<file path="config.mk">
export PLATFORM = sky130hd
export DESIGN_NAME = bdeq_ctrl_flat
export DESIGN_NICKNAME = d
export VERILOG_FILES = /design/src/rtl/bdeq_pkg.sv /design/src/rtl/bdeq_cmd_if.sv /design/src/rtl/bdeq_rsp_if.sv /design/src/rtl/bdeq_ctrl.sv /design/src/flat_wrapper.sv
export SDC_FILE = /design/constraint.sdc
export NUM_CORES = 1
export LEC_CHECK = 0
export ABC_AREA = 1
export BUFFER_PORTS_ARGS = -buffer_cell sky130_fd_sc_hd__buf_2
export CAP_MARGIN = 20
export CELL_PAD_IN_SITES_DETAIL_PLACEMENT = 1
export CELL_PAD_IN_SITES_GLOBAL_PLACEMENT = 2
export CORE_UTILIZATION = 27
export DETAILED_ROUTE_END_ITERATION = 8
export PLACE_DENSITY_LB_ADDON = 0.1
export SETUP_SLACK_MARGIN = 0.3
export SLEW_MARGIN = 30
export SYNTH_ARGS = -nofsm -noshare
export SYNTH_HDL_FRONTEND = slang
export SYNTH_SLANG_ARGS = --single-unit
</file>
<file path="constraint.sdc">
create_clock -name clk -period 3.35 [get_ports clk]
set_input_delay 0.5025 -clock clk [delete_from_list [all_inputs] [get_ports clk]]
set_output_delay 0.5025 -clock clk [all_outputs]
set_load 0.005 [all_outputs]
</file>
<file path="src/rtl/bdeq_pkg.sv">
// bdeq_pkg: shared constants, command codes and types for the bounded deque
// no dependencies; compiled first
`timescale 1ns / 1ps

package bdeq_pkg;

	localparam int DEPTH_DEF  = 1024;
	localparam int DATA_W_DEF = 16;

	// command field and capacity register widths are fixed by the item format
	localparam int CMD_W = 3;
	localparam int CAP_W = 11;
	localparam logic [CAP_W-1:0] CAP_RESET = CAP_W'(1024);

	typedef enum logic [CMD_W-1:0] {
		CMD_PUSH_FRONT = 3'd0,
		CMD_PUSH_REAR  = 3'd1,
		CMD_POP_FRONT  = 3'd2,
		CMD_POP_REAR   = 3'd3,
		CMD_PEEK       = 3'd4
	} cmd_t;

	typedef enum logic [1:0] {
		ST_IDLE,
		ST_WRITE,
		ST_READ,
		ST_LOAD
	} state_t;

	// memory control strobes from the sequencer to the ring memory
	typedef struct packed {
		logic wr_en;
		logic rd_en;
	} ram_ctl_t;

endpackage

</file>
<file path="src/rtl/bdeq_cmd_if.sv">
// bdeq_cmd_if: command channel (valid/ready, command code and push value)
// depends on bdeq_pkg
`timescale 1ns / 1ps

interface bdeq_cmd_if #(
	parameter int DATA_W = bdeq_pkg::DATA_W_DEF
) ();
	logic                         valid;
	logic                         ready;
	logic [bdeq_pkg::CMD_W-1:0]   command;
	logic [DATA_W-1:0]            value;

	modport source (output valid, command, value, input ready);
	modport sink   (input valid, command, value, output ready);
endinterface

</file>
<file path="src/rtl/bdeq_rsp_if.sv">
// bdeq_rsp_if: result channel (valid/ready, status flags, end values, count)
// depends on bdeq_pkg
`timescale 1ns / 1ps

interface bdeq_rsp_if #(
	parameter int DATA_W = bdeq_pkg::DATA_W_DEF,
	parameter int CNT_W  = $clog2(bdeq_pkg::DEPTH_DEF + 1)
) ();
	logic              valid;
	logic              ready;
	logic              success;
	logic [DATA_W-1:0] front_value;
	logic [DATA_W-1:0] rear_value;
	logic              ends_valid;
	logic              is_empty;
	logic              is_full;
	logic [CNT_W-1:0]  entry_count;

	modport source (output valid, success, front_value, rear_value, ends_valid,
		is_empty, is_full, entry_count, input ready);
	modport sink   (input valid, success, front_value, rear_value, ends_valid,
		is_empty, is_full, entry_count, output ready);
endinterface

</file>
<file path="src/rtl/bdeq_ctrl.sv">
// bdeq_ctrl: sequencer for one command: pointer update, memory write,
// end reads and the result register; depends on bdeq_pkg and the channel interfaces
`timescale 1ns / 1ps

module bdeq_ctrl #(
	parameter int DEPTH  = bdeq_pkg::DEPTH_DEF,
	parameter int DATA_W = bdeq_pkg::DATA_W_DEF,
	parameter int AW     = $clog2(DEPTH),
	parameter int CNT_W  = $clog2(DEPTH + 1)
) (
	input  logic                       clk,
	input  logic                       arst_n,
	bdeq_cmd_if.sink                   cmd,
	bdeq_rsp_if.source                 rsp,
	input  logic [bdeq_pkg::CAP_W-1:0] cap,
	output bdeq_pkg::ram_ctl_t         ram_ctl,
	output logic [AW-1:0]              wr_addr,
	output logic [DATA_W-1:0]          wr_data,
	output logic [AW-1:0]              rd_addr_front,
	output logic [AW-1:0]              rd_addr_rear,
	input  logic [DATA_W-1:0]          rd_data_front,
	input  logic [DATA_W-1:0]          rd_data_rear
);

	localparam int CMP_W = (CNT_W > bdeq_pkg::CAP_W) ? CNT_W : bdeq_pkg::CAP_W;
	localparam logic [AW:0]       DEPTH_V = (AW + 1)'(DEPTH);
	localparam logic [AW-1:0]     LAST_IX = AW'(DEPTH - 1);
	localparam logic [CMP_W-1:0]  DEPTH_C = CMP_W'(DEPTH);

	bdeq_pkg::state_t state_q, state_d;

	logic [bdeq_pkg::CMD_W-1:0] command_q;
	logic [DATA_W-1:0]          value_q;
	logic [AW-1:0]              front_q, front_d;
	logic [CNT_W-1:0]           count_q, count_d;
	logic                       success_q, success_d;
	logic                       load_out;

	logic                       rsp_valid_q;
	logic                       rsp_success_q;
	logic [DATA_W-1:0]          rsp_front_q;
	logic [DATA_W-1:0]          rsp_rear_q;
	logic                       rsp_ends_q;
	logic                       rsp_empty_q;
	logic                       rsp_full_q;
	logic [CNT_W-1:0]           rsp_count_q;

	logic [CMP_W-1:0] cap_ext, eff_cap, count_ext;
	logic             has_room, not_empty;
	logic [AW-1:0]    front_inc, front_dec;
	logic [CNT_W-1:0] count_m1;
	logic [AW:0]      push_sum, rear_sum;
	logic [AW-1:0]    push_rear_ix, rear_ix;

	// capacity clipped to the ring depth
	assign cap_ext   = CMP_W'(cap);
	assign eff_cap   = (cap_ext > DEPTH_C) ? DEPTH_C : cap_ext;
	assign count_ext = CMP_W'(count_q);
	assign has_room  = count_ext < eff_cap;
	assign not_empty = count_q != '0;

	// ring index arithmetic, sums stay below twice the depth
	assign front_inc    = (front_q == LAST_IX) ? '0 : front_q + AW'(1);
	assign front_dec    = (front_q == '0) ? LAST_IX : front_q - AW'(1);
	assign count_m1     = count_q - CNT_W'(1);
	assign push_sum     = {1'b0, front_q} + {1'b0, count_q[AW-1:0]};
	assign push_rear_ix = (push_sum >= DEPTH_V) ? AW'(push_sum - DEPTH_V) : push_sum[AW-1:0];
	assign rear_sum     = {1'b0, front_q} + {1'b0, count_m1[AW-1:0]};
	assign rear_ix      = (rear_sum >= DEPTH_V) ? AW'(rear_sum - DEPTH_V) : rear_sum[AW-1:0];

	assign wr_data       = value_q;
	assign rd_addr_front = front_q;
	assign rd_addr_rear  = rear_ix;

	always_comb begin
		state_d     = state_q;
		cmd.ready   = 1'b0;
		ram_ctl     = '0;
		wr_addr     = push_rear_ix;
		front_d     = front_q;
		count_d     = count_q;
		success_d   = success_q;
		load_out    = 1'b0;
		unique case (state_q)
			bdeq_pkg::ST_IDLE: begin
				cmd.ready = 1'b1;
				if (cmd.valid) begin
					state_d = bdeq_pkg::ST_WRITE;
				end
			end
			bdeq_pkg::ST_WRITE: begin
				success_d = 1'b0;
				unique case (command_q)
					bdeq_pkg::CMD_PUSH_FRONT: begin
						if (has_room) begin
							front_d       = front_dec;
							count_d       = count_q + CNT_W'(1);
							wr_addr       = front_dec;
							ram_ctl.wr_en = 1'b1;
							success_d     = 1'b1;
						end
					end
					bdeq_pkg::CMD_PUSH_REAR: begin
						if (has_room) begin
							count_d       = count_q + CNT_W'(1);
							ram_ctl.wr_en = 1'b1;
							success_d     = 1'b1;
						end
					end
					bdeq_pkg::CMD_POP_FRONT: begin
						if (not_empty) begin
							front_d   = front_inc;
							count_d   = count_m1;
							success_d = 1'b1;
						end
					end
					bdeq_pkg::CMD_POP_REAR: begin
						if (not_empty) begin
							count_d   = count_m1;
							success_d = 1'b1;
						end
					end
					bdeq_pkg::CMD_PEEK: begin
						success_d = 1'b1;
					end
					default: begin
						success_d = 1'b0;
					end
				endcase
				state_d = bdeq_pkg::ST_READ;
			end
			bdeq_pkg::ST_READ: begin
				ram_ctl.rd_en = 1'b1;
				state_d       = bdeq_pkg::ST_LOAD;
			end
			bdeq_pkg::ST_LOAD: begin
				if (!rsp_valid_q || rsp.ready) begin
					load_out = 1'b1;
					state_d  = bdeq_pkg::ST_IDLE;
				end
			end
			default: begin
				state_d = bdeq_pkg::ST_IDLE;
			end
		endcase
	end

	always_ff @(posedge clk or negedge arst_n) begin
		if (!arst_n) begin
			state_q   <= bdeq_pkg::ST_IDLE;
			front_q   <= '0;
			count_q   <= '0;
			success_q <= 1'b0;
		end else begin
			state_q   <= state_d;
			front_q   <= front_d;
			count_q   <= count_d;
			success_q <= success_d;
		end
	end

	// accepted item payload
	always_ff @(posedge clk) begin
		if (cmd.valid && cmd.ready) begin
			command_q <= cmd.command;
			value_q   <= cmd.value;
		end
	end

	always_ff @(posedge clk or negedge arst_n) begin
		if (!arst_n) begin
			rsp_valid_q <= 1'b0;
		end else if (load_out) begin
			rsp_valid_q <= 1'b1;
		end else if (rsp.ready) begin
			rsp_valid_q <= 1'b0;
		end
	end

	// empty queue shows zero end values
	always_ff @(posedge clk) begin
		if (load_out) begin
			rsp_success_q <= success_q;
			rsp_front_q   <= not_empty ? rd_data_front : '0;
			rsp_rear_q    <= not_empty ? rd_data_rear : '0;
			rsp_ends_q    <= not_empty;
			rsp_empty_q   <= !not_empty;
			rsp_full_q    <= count_ext >= eff_cap;
			rsp_count_q   <= count_q;
		end
	end

	assign rsp.valid       = rsp_valid_q;
	assign rsp.success     = rsp_success_q;
	assign rsp.front_value = rsp_front_q;
	assign rsp.rear_value  = rsp_rear_q;
	assign rsp.ends_valid  = rsp_ends_q;
	assign rsp.is_empty    = rsp_empty_q;
	assign rsp.is_full     = rsp_full_q;
	assign rsp.entry_count = rsp_count_q;

endmodule

</file>
<file path="src/flat_wrapper.sv">
// flat-port wrapper written by rule: the top's interface ports become plain ports
module bdeq_ctrl_flat 
#(
	parameter int DEPTH  = bdeq_pkg::DEPTH_DEF,
	parameter int DATA_W = bdeq_pkg::DATA_W_DEF,
	parameter int AW     = $clog2(DEPTH),
	parameter int CNT_W  = $clog2(DEPTH + 1)
)
  (clk, arst_n, cap, ram_ctl, wr_addr, wr_data, rd_addr_front, rd_addr_rear, rd_data_front, rd_data_rear, cmd_valid, cmd_command, cmd_value, cmd_ready, rsp_valid, rsp_success, rsp_front_value, rsp_rear_value, rsp_ends_valid, rsp_is_empty, rsp_is_full, rsp_entry_count, rsp_ready);
  bdeq_cmd_if #(.DATA_W(DATA_W)) cmd_i ();
  bdeq_rsp_if #(.DATA_W(DATA_W), .CNT_W(CNT_W)) rsp_i ();
  input  logic clk;
  input  logic arst_n;
  input  logic [bdeq_pkg::CAP_W-1:0] cap;
  output bdeq_pkg::ram_ctl_t ram_ctl;
  output logic [AW-1:0] wr_addr;
  output logic [DATA_W-1:0] wr_data;
  output logic [AW-1:0] rd_addr_front;
  output logic [AW-1:0] rd_addr_rear;
  input  logic [DATA_W-1:0] rd_data_front;
  input  logic [DATA_W-1:0] rd_data_rear;
  input wire logic [$bits(cmd_i.valid)-1:0] cmd_valid;
  input wire logic [$bits(cmd_i.command)-1:0] cmd_command;
  input wire logic [$bits(cmd_i.value)-1:0] cmd_value;
  output wire logic [$bits(cmd_i.ready)-1:0] cmd_ready;
  output wire logic [$bits(rsp_i.valid)-1:0] rsp_valid;
  output wire logic [$bits(rsp_i.success)-1:0] rsp_success;
  output wire logic [$bits(rsp_i.front_value)-1:0] rsp_front_value;
  output wire logic [$bits(rsp_i.rear_value)-1:0] rsp_rear_value;
  output wire logic [$bits(rsp_i.ends_valid)-1:0] rsp_ends_valid;
  output wire logic [$bits(rsp_i.is_empty)-1:0] rsp_is_empty;
  output wire logic [$bits(rsp_i.is_full)-1:0] rsp_is_full;
  output wire logic [$bits(rsp_i.entry_count)-1:0] rsp_entry_count;
  input wire logic [$bits(rsp_i.ready)-1:0] rsp_ready;
  assign cmd_i.valid = cmd_valid;
  assign cmd_i.command = cmd_command;
  assign cmd_i.value = cmd_value;
  assign cmd_ready = cmd_i.ready;
  assign rsp_valid = rsp_i.valid;
  assign rsp_success = rsp_i.success;
  assign rsp_front_value = rsp_i.front_value;
  assign rsp_rear_value = rsp_i.rear_value;
  assign rsp_ends_valid = rsp_i.ends_valid;
  assign rsp_is_empty = rsp_i.is_empty;
  assign rsp_is_full = rsp_i.is_full;
  assign rsp_entry_count = rsp_i.entry_count;
  assign rsp_i.ready = rsp_ready;
  bdeq_ctrl #(.DEPTH(DEPTH), .DATA_W(DATA_W), .AW(AW), .CNT_W(CNT_W)) u_core (.clk(clk), .arst_n(arst_n), .cmd(cmd_i), .rsp(rsp_i), .cap(cap), .ram_ctl(ram_ctl), .wr_addr(wr_addr), .wr_data(wr_data), .rd_addr_front(rd_addr_front), .rd_addr_rear(rd_addr_rear), .rd_data_front(rd_data_front), .rd_data_rear(rd_data_rear));
endmodule
</file>
### Word-level counts from Yosys, hierarchy flattened

Index checks and enable logic that the tools add are counted.

| operators by class | value |
|---|---|
| add/subtract/negate cells | 8 |
| $lt $le $gt $ge | 5 |
| equal/unequal tests | 14 |
| muxes and demuxes | 28 |
| reductions and logical operators | 16 |

Operator list:

| kind | number |
|---|---|
| $mux 10 | 9 |
| $mux 11 | 3 |
| $sub 10x1->10 const B | 3 |
| $add 10x10->11 | 2 |
| $ge 11x11->1 const B | 2 |
| $pmux 11 s2 | 1 |
| $pmux 10 s2 | 1 |
| $add 11x1->11 const B | 1 |
| $ge 11x11->1 | 1 |
| $gt 11x11->1 const B | 1 |
| $lt 11x11->1 | 1 |
| $reduce_bool 11->1 | 1 |
| $sub 11x1->11 const B | 1 |
| $add 10x1->10 const B | 1 |
| $eq 10x10->1 const B | 1 |
| $logic_not 10->1 | 1 |
| $mux 1 | 10 |
| $ne 2x1->1 const B | 5 |
| $pmux 2 s4 | 1 |
| $reduce_and 4->1 | 2 |
| $eq 3x2->1 const B | 2 |
| $reduce_bool 2->1 | 3 |
| $eq 2x2->1 const B | 2 |
| $mux 2 | 2 |
| 12 further kinds | 14 |

| storage, ports and cells | value |
|---|---|
| register bits | 91 |
| input bits | 66 |
| output and inout port bits | 97 |
| logic and storage cells | 85 |

### Logic depth before layout (Yosys ltp)

Gate-level depths: netlist of the first run.

| logic depth | value |
|---|---|
| word-level depth | 6 |
| mapped depth | 17 |
| depth with buffers taken out | 15 |

### Worst setup path after synthesis of the first run

No wires, ideal clock.

| timing | value |
|---|---|
| kind | register -> register |
| from | reg u_core.state_q[0] |
| to | reg u_core.rsp_ends_q, in the netlist u_core.rsp.ends_valid (enable) |
| library setup time | 467 ps |
| arrival time | 2871 ps |
| required time | 2883 ps |
| setup slack | 12 ps |
| stages on the path, launching flop included | 4 |
| path buffers | 0 |
| clock period less this slack | 3338 ps |
| cell sequence | dfrtp_1 -> ha_1 -> inv_1 -> a21oi_1 |

| between the ends | value |
|---|---|
| word-level cells in the longest chain between the ends | 2 |

RTL lines:

| element | line | RTL |
|---|---|---|
| start, declared | bdeq_ctrl.sv:30 | `bdeq_pkg::state_t state_q, state_d;` |
| start signal, assigned | bdeq_ctrl.sv:150 | `state_q <= bdeq_pkg::ST_IDLE;` |
| start signal, assigned | bdeq_ctrl.sv:155 | `state_q <= state_d;` |
| $eq 2x2->1 | bdeq_ctrl.sv:84 | `unique case (state_q)` |
| $mux 1 | bdeq_ctrl.sv:84 |  |
| named net u_core.load_out | bdeq_ctrl.sv:37 | `logic load_out;` |
| end signal, assigned | bdeq_ctrl.sv:186 | `rsp_ends_q <= not_empty;` |
| end, declared | bdeq_ctrl.sv:43 | `logic rsp_ends_q;` |

The timed path passes the listed nets, and every way through them passes these cells.
A chain may end at the register's enable or synchronous reset.

### Final worst setup path of the first run

| timing | value |
|---|---|
| from | in cap[3] in the netlist's numbering |
| to | out wr_addr[4] |

| between the ends | value |
|---|---|
| word-level cells in the longest chain between the ends | 6 |

RTL lines:

| element | line | RTL |
|---|---|---|
| start, declared | flat_wrapper.sv:14 | `input logic [bdeq_pkg::CAP_W-1:0] cap;` |
| $gt 11x11->1 | bdeq_ctrl.sv:57 | `assign eff_cap = (cap_ext > DEPTH_C) ? DEPTH_C : cap_ext;` |
| $mux 11 (*) | bdeq_ctrl.sv:57 |  |
| $lt 11x11->1 (*) | bdeq_ctrl.sv:59 | `assign has_room = count_ext < eff_cap;` |
| $mux 10 (*) | bdeq_ctrl.sv:95 | `if (has_room) begin` |
| $mux 10 (*) | bdeq_ctrl.sv:93 | `unique case (command_q)` |
| $mux 10 (*) | bdeq_ctrl.sv:84 |  |
| end, declared | flat_wrapper.sv:16 | `output logic [AW-1:0] wr_addr;` |

Mark *: on every way between the ends. The rest lies on a longest branch, timed or not.

==> results.txt, run 1 <==
- The flow ran to the end, and the final reports show no timing, DRC or antenna violations.
* IO Port Bufs: between 150 and 200
- In this run the horizontal extent of the chip is 149.2 um.
- Least-Margin Pin Slew: approximately 700 ps
- After detailed routing, the average wire length per cell comes to 16.82 um.
* Final worst path period need: 3106 ps
* Type of element launching the critical path: primary input
- Share of synthesized area occupied by flip-flops and latches: 44.56%
* Yosys synthesis warning count: 0
- Synthesis handed over a netlist of about 740 instances.
* Setup repair after global routing missed its margin: true
- Fill count: between 2000 and 3000
* Layout overhead on the synthesized area: 38.64%
- For the worst-skew pair, the clock arrives at the later sink with an insertion delay of 360 ps.
- In the final timing run, aggregate negative setup slack is 0 ps.
- The count of endpoints failing hold in the final timing report is 0.
- The count of nets left with antenna violations once routing finished came out at 0.
- The critical path in this run is classified as in2out.
* Post-Syn Area per Cell: 7.929 um^2
- On the final layout, the worst hold slack is 196.1 ps.
- Remaining Overflow, GRT: 0
- The wire-length estimate of the detail-placed layout is 15570 um.
* Leakage power summed over all cells: 3.960 nW
* Share of the clock period used by the worst path after layout: roughly 90%
- For this run, design rule violations remaining after detail routing come to 0.
- The clock passes through at most 2 buffers.
* Critical path capture point type: output pin
* Max-cap check violation count: 0
- Hold_buf cts: 0
- Level count of the clock H-tree: 3
- Share of final-layout standard cells stronger than drive strength 1: roughly 33%
- The first TritonRoute pass finished after 4 iterations.
- Die Span Y: approximately 150 um
- Layout Nets: 1052
- The floorplan step defined a core boundary enclosing roughly 21000 um^2.
- Clock-pin slew reported for the worst setup and hold paths after clock tree synthesis: 70 ps
- Iter 0 DRT Violations: 210
- Dividing the detail-routed via count by the number of cells gives 4.641.
* Flip-flop and latch count after synthesis: 91
* Antenna violations before repair: 0
- Vias post-DR: 5690
- When the netlist entered floorplanning its net count stood at about 840.
- Worst path required time: around 2900 ps
- The floorplan has 53 rows.
- Inserted Clock Buffers: 9
- Root cell of the clock tree: clkbuf_16
- Clock tree from TritonCTS: yes
- Max Clk Rate: 0.3220 GHz
* Wire length of the first global-routing pass: 31490 um
* Gp weighted congestion: 0.7902
- Clock skew: 14.19 ps
* Relative max-transition margin: 52.41%
* # IOs: between 150 and 200
- Num Clock Sinks: 91
- The die covers 22270 um^2.
- The count of final max-slew check failures was 0.
- In this run the power density over the cells is 990.1 nW/um^2.
- Worst IR drop on VDD: 357.7 uV
- Summing every instance area after synthesis gives slightly below 6000 um^2.
- Final routed wirelength across all metal layers: slightly above 20000 um
* Largest net degree at the start of global routing: 48
* Hold WC Path Type: in2async
- Setup-failing EPs final: 0
* Max Fanout on Critical Path: 8
* Vias in the first global route: 5880
* Predominant post-synthesis flop cell: edfxtp_1
* Count of inserted antenna diode cells: 0
* GRT Resource Usage Total: between 10% and 20%
- Cell variety after synth: 36
- Counting flops with an async set or reset pin after synthesis yields a share of 27.47%.
- For the worst setup path, the data arrival time is 2600 ps.
- Once the floorplan was initialized, standard cells occupied 27.66% of the core.
- In this run, synthesis inferred 66 flip-flops with an integrated enable.
[logic make-up after synthesis]
kind of cell	after synthesis	share of synthesized area (%)
buffers and inverters	124	8.253
AOI/OAI and AO/OA	59	5.367
xor gates and xnor gates	26	3.891
DFF	91	44.56
and+or+nand+nor	398	29.12
adders and majority gates	40	8.809
[registers in the layout (all words and copies together), names as in the netlist]
register / flops
u_core.rsp.front_value: 16
u_core.rsp.rear_value: 16
u_core.wr_data: 16
u_core.count_ext: 11
u_core.rsp.entry_count: 11
u_core.rd_addr_front: 10
u_core.command_q: 3
u_core.state_q: 2
u_core.rsp.ends_valid: 1
u_core.rsp.is_empty: 1
u_core.rsp.is_full: 1
u_core.rsp.success: 1
u_core.rsp.valid: 1
u_core.success_q: 1
[critical path: stages]
cell	delay (ps)
buf_6	100
nor4_4	290
a31o_4	280
nand2_2	80
ha_4	270
nand2_1	50
inv_1	60
nand2_2	70
nor2_4	130
nand2_2	60
nand3_2	80
inv_2	60
nand2_4	100
buf_12	120
clkinv_8	50
o21ai_0	160
buf_2	140
[stage by stage]
stage / power (W) / setup slack, ps / instances / area [um^2] / utilization [%]
floorplan: 0.004396 / 374.5 / 738 / 5857 / -
finish: 0.008033 / 244.4 / 1226 / 8113 / 38.35
global route: 0.008740 / 108.9 / 1226 / 8113 / 38.35
detailed placement: 0.006288 / -7.784 / 1178 / 7094 / 33.54
global placement: 0.006218 / 113.8 / 1178 / 7094 / 33.54
CTS: 0.007673 / 257.4 / 1204 / 7720 / 36.49
[Yosys cell counts, types with 2 or more instances]
library cell    n  area, um^2
a21boi_0        2       15.01
a21oi_1        20       100.1
and2_1          5       31.28
buf_2           5       25.02
clkbuf_1       12       45.04
dfrtp_1        25       625.6
edfxtp_1       66        1982
fa_1            2       40.04
ha_1           38       475.5
inv_1         103       386.6
nand2_1       214       803.3
nand2_2         2       12.51
nand3_1        58       290.3
nand3_2         3       30.03
nand4_1        22       137.6
nor2_1         83       311.6
nor4_1          4       25.02
o21ai_0        32       160.2
xnor2_1         9       78.83
xor2_1         17       148.9
[layer usage]
metal | up-vias | global-route usage (%) | part of all wire, %
met3 | 19 | 2.538 | 2.6
li1 | 2817 | - | -
met5 | - | 0 | 0
met4 | 0 | 5.459 | 1.6
met2 | 98 | 33.33 | 52
met1 | 2756 | 23.17 | 44
[power breakdown]
| group | switching, W | total (W) | internal (W) |
|---|---|---|---|
| combinational | 0.00291 | 0.00500 | 0.00209 |
| sequential | 0.000295 | 0.00198 | 0.00169 |
| clock | 0.000518 | 0.00105 | 0.000532 |
| total | 0.00372 | 0.00803 | 0.00431 |
[cells in the final DEF, fill, tap and decap left out, types with 3 or more instances in the layout]
cell type and instances:
nand2_1 200, buf_2 159, inv_1 95, nor2_1 77
edfxtp_1 66, nand3_1 56, buf_4 50, o21ai_0 26
ha_1 23, nand4_1 22, dfrtp_1 18, a21oi_1 17
xor2_1 15, ha_4 15, nand2_2 14, clkbuf_16 9
xnor2_1 8, inv_2 7, dfrtp_2 7, buf_6 5
nor2_4 4, and2_4 4, nor2_2 4, o21ai_2 4
nand3_2 4, a21oi_2 3, nor4_4 3, inv_8 3
[area by class of cell]
| class | count | area [um^2] | share of cell area (%) |
|---|---|---|---|
| multi-input cells | 523 | 3187 | 39.28 |
| flip-flops and latches | 91 | 2616 | 32.25 |
| repair buffers | 215 | 1247 | 15.38 |
| inverters | 105 | 409.1 | 5.043 |
| well taps | 275 | 344.1 | 4.241 |
| clock buffers | 9 | 225.2 | 2.776 |
| clock inverters | 7 | 76.32 | 0.9408 |
| repair inverters | 1 | 7.507 | 0.09254 |
[path summary, 6_finish.rpt]
kind	from	endpoint	slack, ps	depth (start not counted)
worst max-delay path	cap[3]	wr_addr[4]	240	17
worst min-delay path	arst_n	u_core.count_ext[10]	200	1
worst max register to register	u_core.count_ext[2]	u_core.count_ext[6]	920	13
worst min register to register	u_core.success_q	u_core.rsp.success	460	0
max in group asynchronous	arst_n	u_core.count_ext[5]	2660	1
min in group clk	cmd_value[0]	u_core.wr_data[0]	310	1
[what timing repair did]
action,4_1_cts,5_1_grt
setup buffers,9,22
endpoints found under the setup margin,16,15
pin swaps,9,19
cloned,1,0
gates resized for setup,54,47
hold endpoints to repair,0,0
Note: power is estimated with default switching activity, not from simulation.
==> run 2, diff against run 1 <==
- RECOVER_POWER: not set -> 25
==> results.txt, run 2 (synthesized netlist as in run 1, its figures left out) <==
- Among all stages on the critical path, the largest delay is contributed by nor4_4.
- Number of non-filler instances in the completed layout: 1226 (unchanged)
- The minimum clock period was 3109 ps (+3.052 ps).
- The placement-stage worst setup slack came to -7.784 ps (unchanged).
- The number of sinks handled by clock tree synthesis was 91 (unchanged).
* WL per Instance: 16.84 um (+0.12%)
- Hold WC Path Type: in2reg
- The final period utilization is 92.79% (about the same).
- The initial standard-cell utilization of the core is 27.66% (unchanged).
* Clock skew: 14.61 ps (+0.4177 ps)
- The last weighted congestion value of the routability-driven placer came to 0.7902 (unchanged).
- The leakage dissipation came to 3.926 nW (-0.87%).
- Max Transition Viols Final: 26 (+26)
* Clock tree from TritonCTS: yes
- Cell Pwr Density: 992.3 nW/um^2 (+0.22%)
- Root cell of the clock tree: clkbuf_16
- The total buffers and inverters traversed by the critical path came to 6 (unchanged).
- The top cell types in the final layout, fill and taps aside, are nand2_1, buf_2, inv_1.
- On the critical path the largest part of the delay comes from simple AND/OR/NAND/NOR gates.
- Status: complete, but fails checks
- Half-perimeter wire length after detailed placement: 15570 um (unchanged)
- Worst IR drop on VDD: 357.9 uV (about the same)
- The number of remaining DRC errors was 0 (unchanged).
* Final routed wirelength across all metal layers: 20640 um (+0.12%)
* Final Hold Viols: 0 (unchanged)
- The die height is 149.2 um (unchanged).
* Clock Power Share: 13.2% (about the same)
- Traced cell by cell, the critical path runs through buf_6, nor4_4, a31o_4, nand2_2, ha_4, nand2_1, inv_1, nand2_2, nor2_4, nand2_2, nand3_2, inv_2, nand2_4, buf_12, clkinv_8, o21ai_0, buf_2.
* Antenna violations before repair: 0 (unchanged)
* Placement Cell Area: 7094 um^2 (unchanged)
- Leading cell type in the layout, fill and taps excluded: nand2_1
- Part of the total power dissipated in combinational logic: 62.1% (-0.2 points)
- Max Clk Rate: 0.3217 GHz (about the same)
- Core ar.: 21150 um^2 (unchanged)
- The endpoint required time on the critical path is 2850 ps (about the same).
- The fill cell instance count of the final layout is 2554 (+0.20%).
- By instance count, the cell type seen most on the critical path is nand2_2.
- The worst setup path is launched from a primary input.
- Relative to the synthesized area, the layout overhead comes to 38.08%.
* Count of inserted antenna diode cells: 0 (unchanged)
- Clock Path Buffers: 2 (unchanged)
* Cell Int Power: 0.004285 W (-0.64%)
* Remaining Overflow, GRT: 0 (unchanged)
* Accumulated negative setup slack: 0 ps (unchanged)
- The maximum number of pins on one net before global-route repair came to 48 (unchanged).
* Share of final-layout standard cells stronger than drive strength 1: 31.13% (-1.9 points)
- Source-to-sink clock delay at the later pin of the worst-skew pair: 360 ps (about the same)
- The relative max-transition margin is -14.28% (-67 points).
- The final standard cell area without fillers was 8080 um^2 (-0.40%).
- Hold_buf cts: 0 (unchanged)
* IO Port Bufs: 162 (unchanged)
- Largest stage delay on the critical path: 290 ps (about the same)
- The number of DRC violations after detailed-routing iteration 0 was 223 (+6.2%).
- The number of instances in the placed design is 1178 (unchanged).
* Share of total power consumed by net switching: 46.56% (+0.25 points)
- Antenna Violating Nets Remaining: 0 (unchanged)
- The number of violations of the max-capacitance limit was 1 (+1).
* Clock-pin slew reported for the worst setup and hold paths after clock tree synthesis: 80 ps (about the same)
- The via count of the first global-routing pass is 5880 (unchanged).
* Failing checks: capacitance limit, slew limit
- Sequential Area: 2610 um^2 (-0.24%)
* Crit path arrival time: 2610 ps (about the same)
* Via-to-Cell Ratio: 4.646 (+0.11%)
- The final-report setup violation count is 0 (unchanged).
- The smallest setup slack after layout came to 241.4 ps (-3.052 ps).
- Critical path capture point type: output pin
- Level count of the clock H-tree: 3 (unchanged)
- The number of nets in the final layout was 1052 (unchanged).
- GRT Resource Usage Total: 18.65% (unchanged)
- Max Fanout on Critical Path: 8 (unchanged)
* Die Area: 22270 um^2 (unchanged)
- Least-Margin Pin Slew: 1714 ps (+1001 ps)
* Wire length of the first global-routing pass: 31490 um (unchanged)
- Die X-Extent: 149.2 um (unchanged)
* Footprint of the multi-input gates: 3187 um^2 (unchanged)
- The boundary pin count is 163 (unchanged).
- Sequential Power Share: 24.7% (about the same)
* Floorplan row count: 53 (unchanged)
- Setup repair after global routing could not meet its margin everywhere.
- Inserted Clock Buffers: 9 (unchanged)
- Number of detailed-routing iterations run before antenna repair: 4 (unchanged)
- Vias post-DR: 5696 (+0.11%)
- Switching Power: 0.003733 W (+0.35%)
- Critical Setup Path Class: in2out
[run 2: changes by cell type in the layout (fill, tap and decap cells not counted)]
cell      before  now
buf_2        159  150
dfrtp_1       18   23
dfrtp_2        7    2
buf_4         50   46
clkbuf_1       0   13
[run 2: power by group through the flow]
| stage | sequential [W] | combinational (W) | clock, W |
|---|---|---|---|
| 2_1_floorplan | 0.00196 | 0.00243 | 0 |
| 3_3_place_gp | 0.00202 | 0.00420 | 0 |
| 3_5_place_dp | 0.00203 | 0.00426 | 0 |
| 4_1_cts | 0.00199 | 0.00459 | 0.00110 |
| 5_1_grt | 0.00202 | 0.00557 | 0.00112 |
| 6_report | 0.00198 | 0.00498 | 0.00106 |
[run 2: stage by stage]
stage	utilization (%)	power (W)	hold slack [ps]
2_1_floorplan	-	0.004396	206.9
3_3_place_gp	33.54	0.006218	444.8
3_5_place_dp	33.54	0.006288	446.6
4_1_cts	36.49	0.007673	204.0
5_1_grt	38.20	0.008714	297.2
6_report	38.20	0.008018	308.6
[run 2: layer usage]
layer  vias to the layer above  track usage, %  share of wire, %
met1                      2767           23.17                43
li1                       2811               -                 -
met3                        20           2.538               2.7
met5                         -               0                 0
met2                        98           33.33                52
met4                         0           5.459               1.7
[run 2: worst register-to-register path: cells and delay by family (launching register included)]
| kind | cells | cell delay, ps |
|---|---|---|
| adder cells (fa/ha/maj) | 1 | 330 |
| buffers and inverters | 5 | 840 |
| flip-flops | 1 | 360 |
| AND/OR/NAND/NOR | 8 | 890 |
[run 2: what timing repair did]
| item | CTS | global route |
|---|---|---|
| buffers inserted | 9 | 22 |
| gates resized for setup | 54 | 47 |
| pin swaps | 9 | 19 |
| cloned | 1 | 0 |
| endpoints found under the setup margin | 16 | 15 |
[run 2: layout make-up]
| class | count | share of cell area [%] |
|---|---|---|
| inverter | 105 | 5.063 |
| clock buffer | 9 | 2.787 |
| timing repair buffer | 215 | 15.11 |
| clock inverter | 7 | 0.9446 |
| timing repair inverter | 1 | 0.09291 |
| multi-input combinational | 523 | 39.44 |
| tap | 275 | 4.258 |
| sequential | 91 | 32.30 |
[run 2: final timing paths]
check                           cells after the start  slack (ps)                       to           startpoint
worst max register to register                     14         800      u_core.count_ext[6]  u_core.count_ext[7]
min in group asynchronous                           1         590     u_core.count_ext[10]               arst_n
worst max-delay path                               17         240               wr_addr[4]               cap[3]
max in group asynchronous                           1        1650  u_core.rd_addr_front[4]               arst_n
worst min-delay path                                1         310        u_core.wr_data[0]         cmd_value[0]
worst min register to register                      0         460       u_core.rsp.success     u_core.success_q
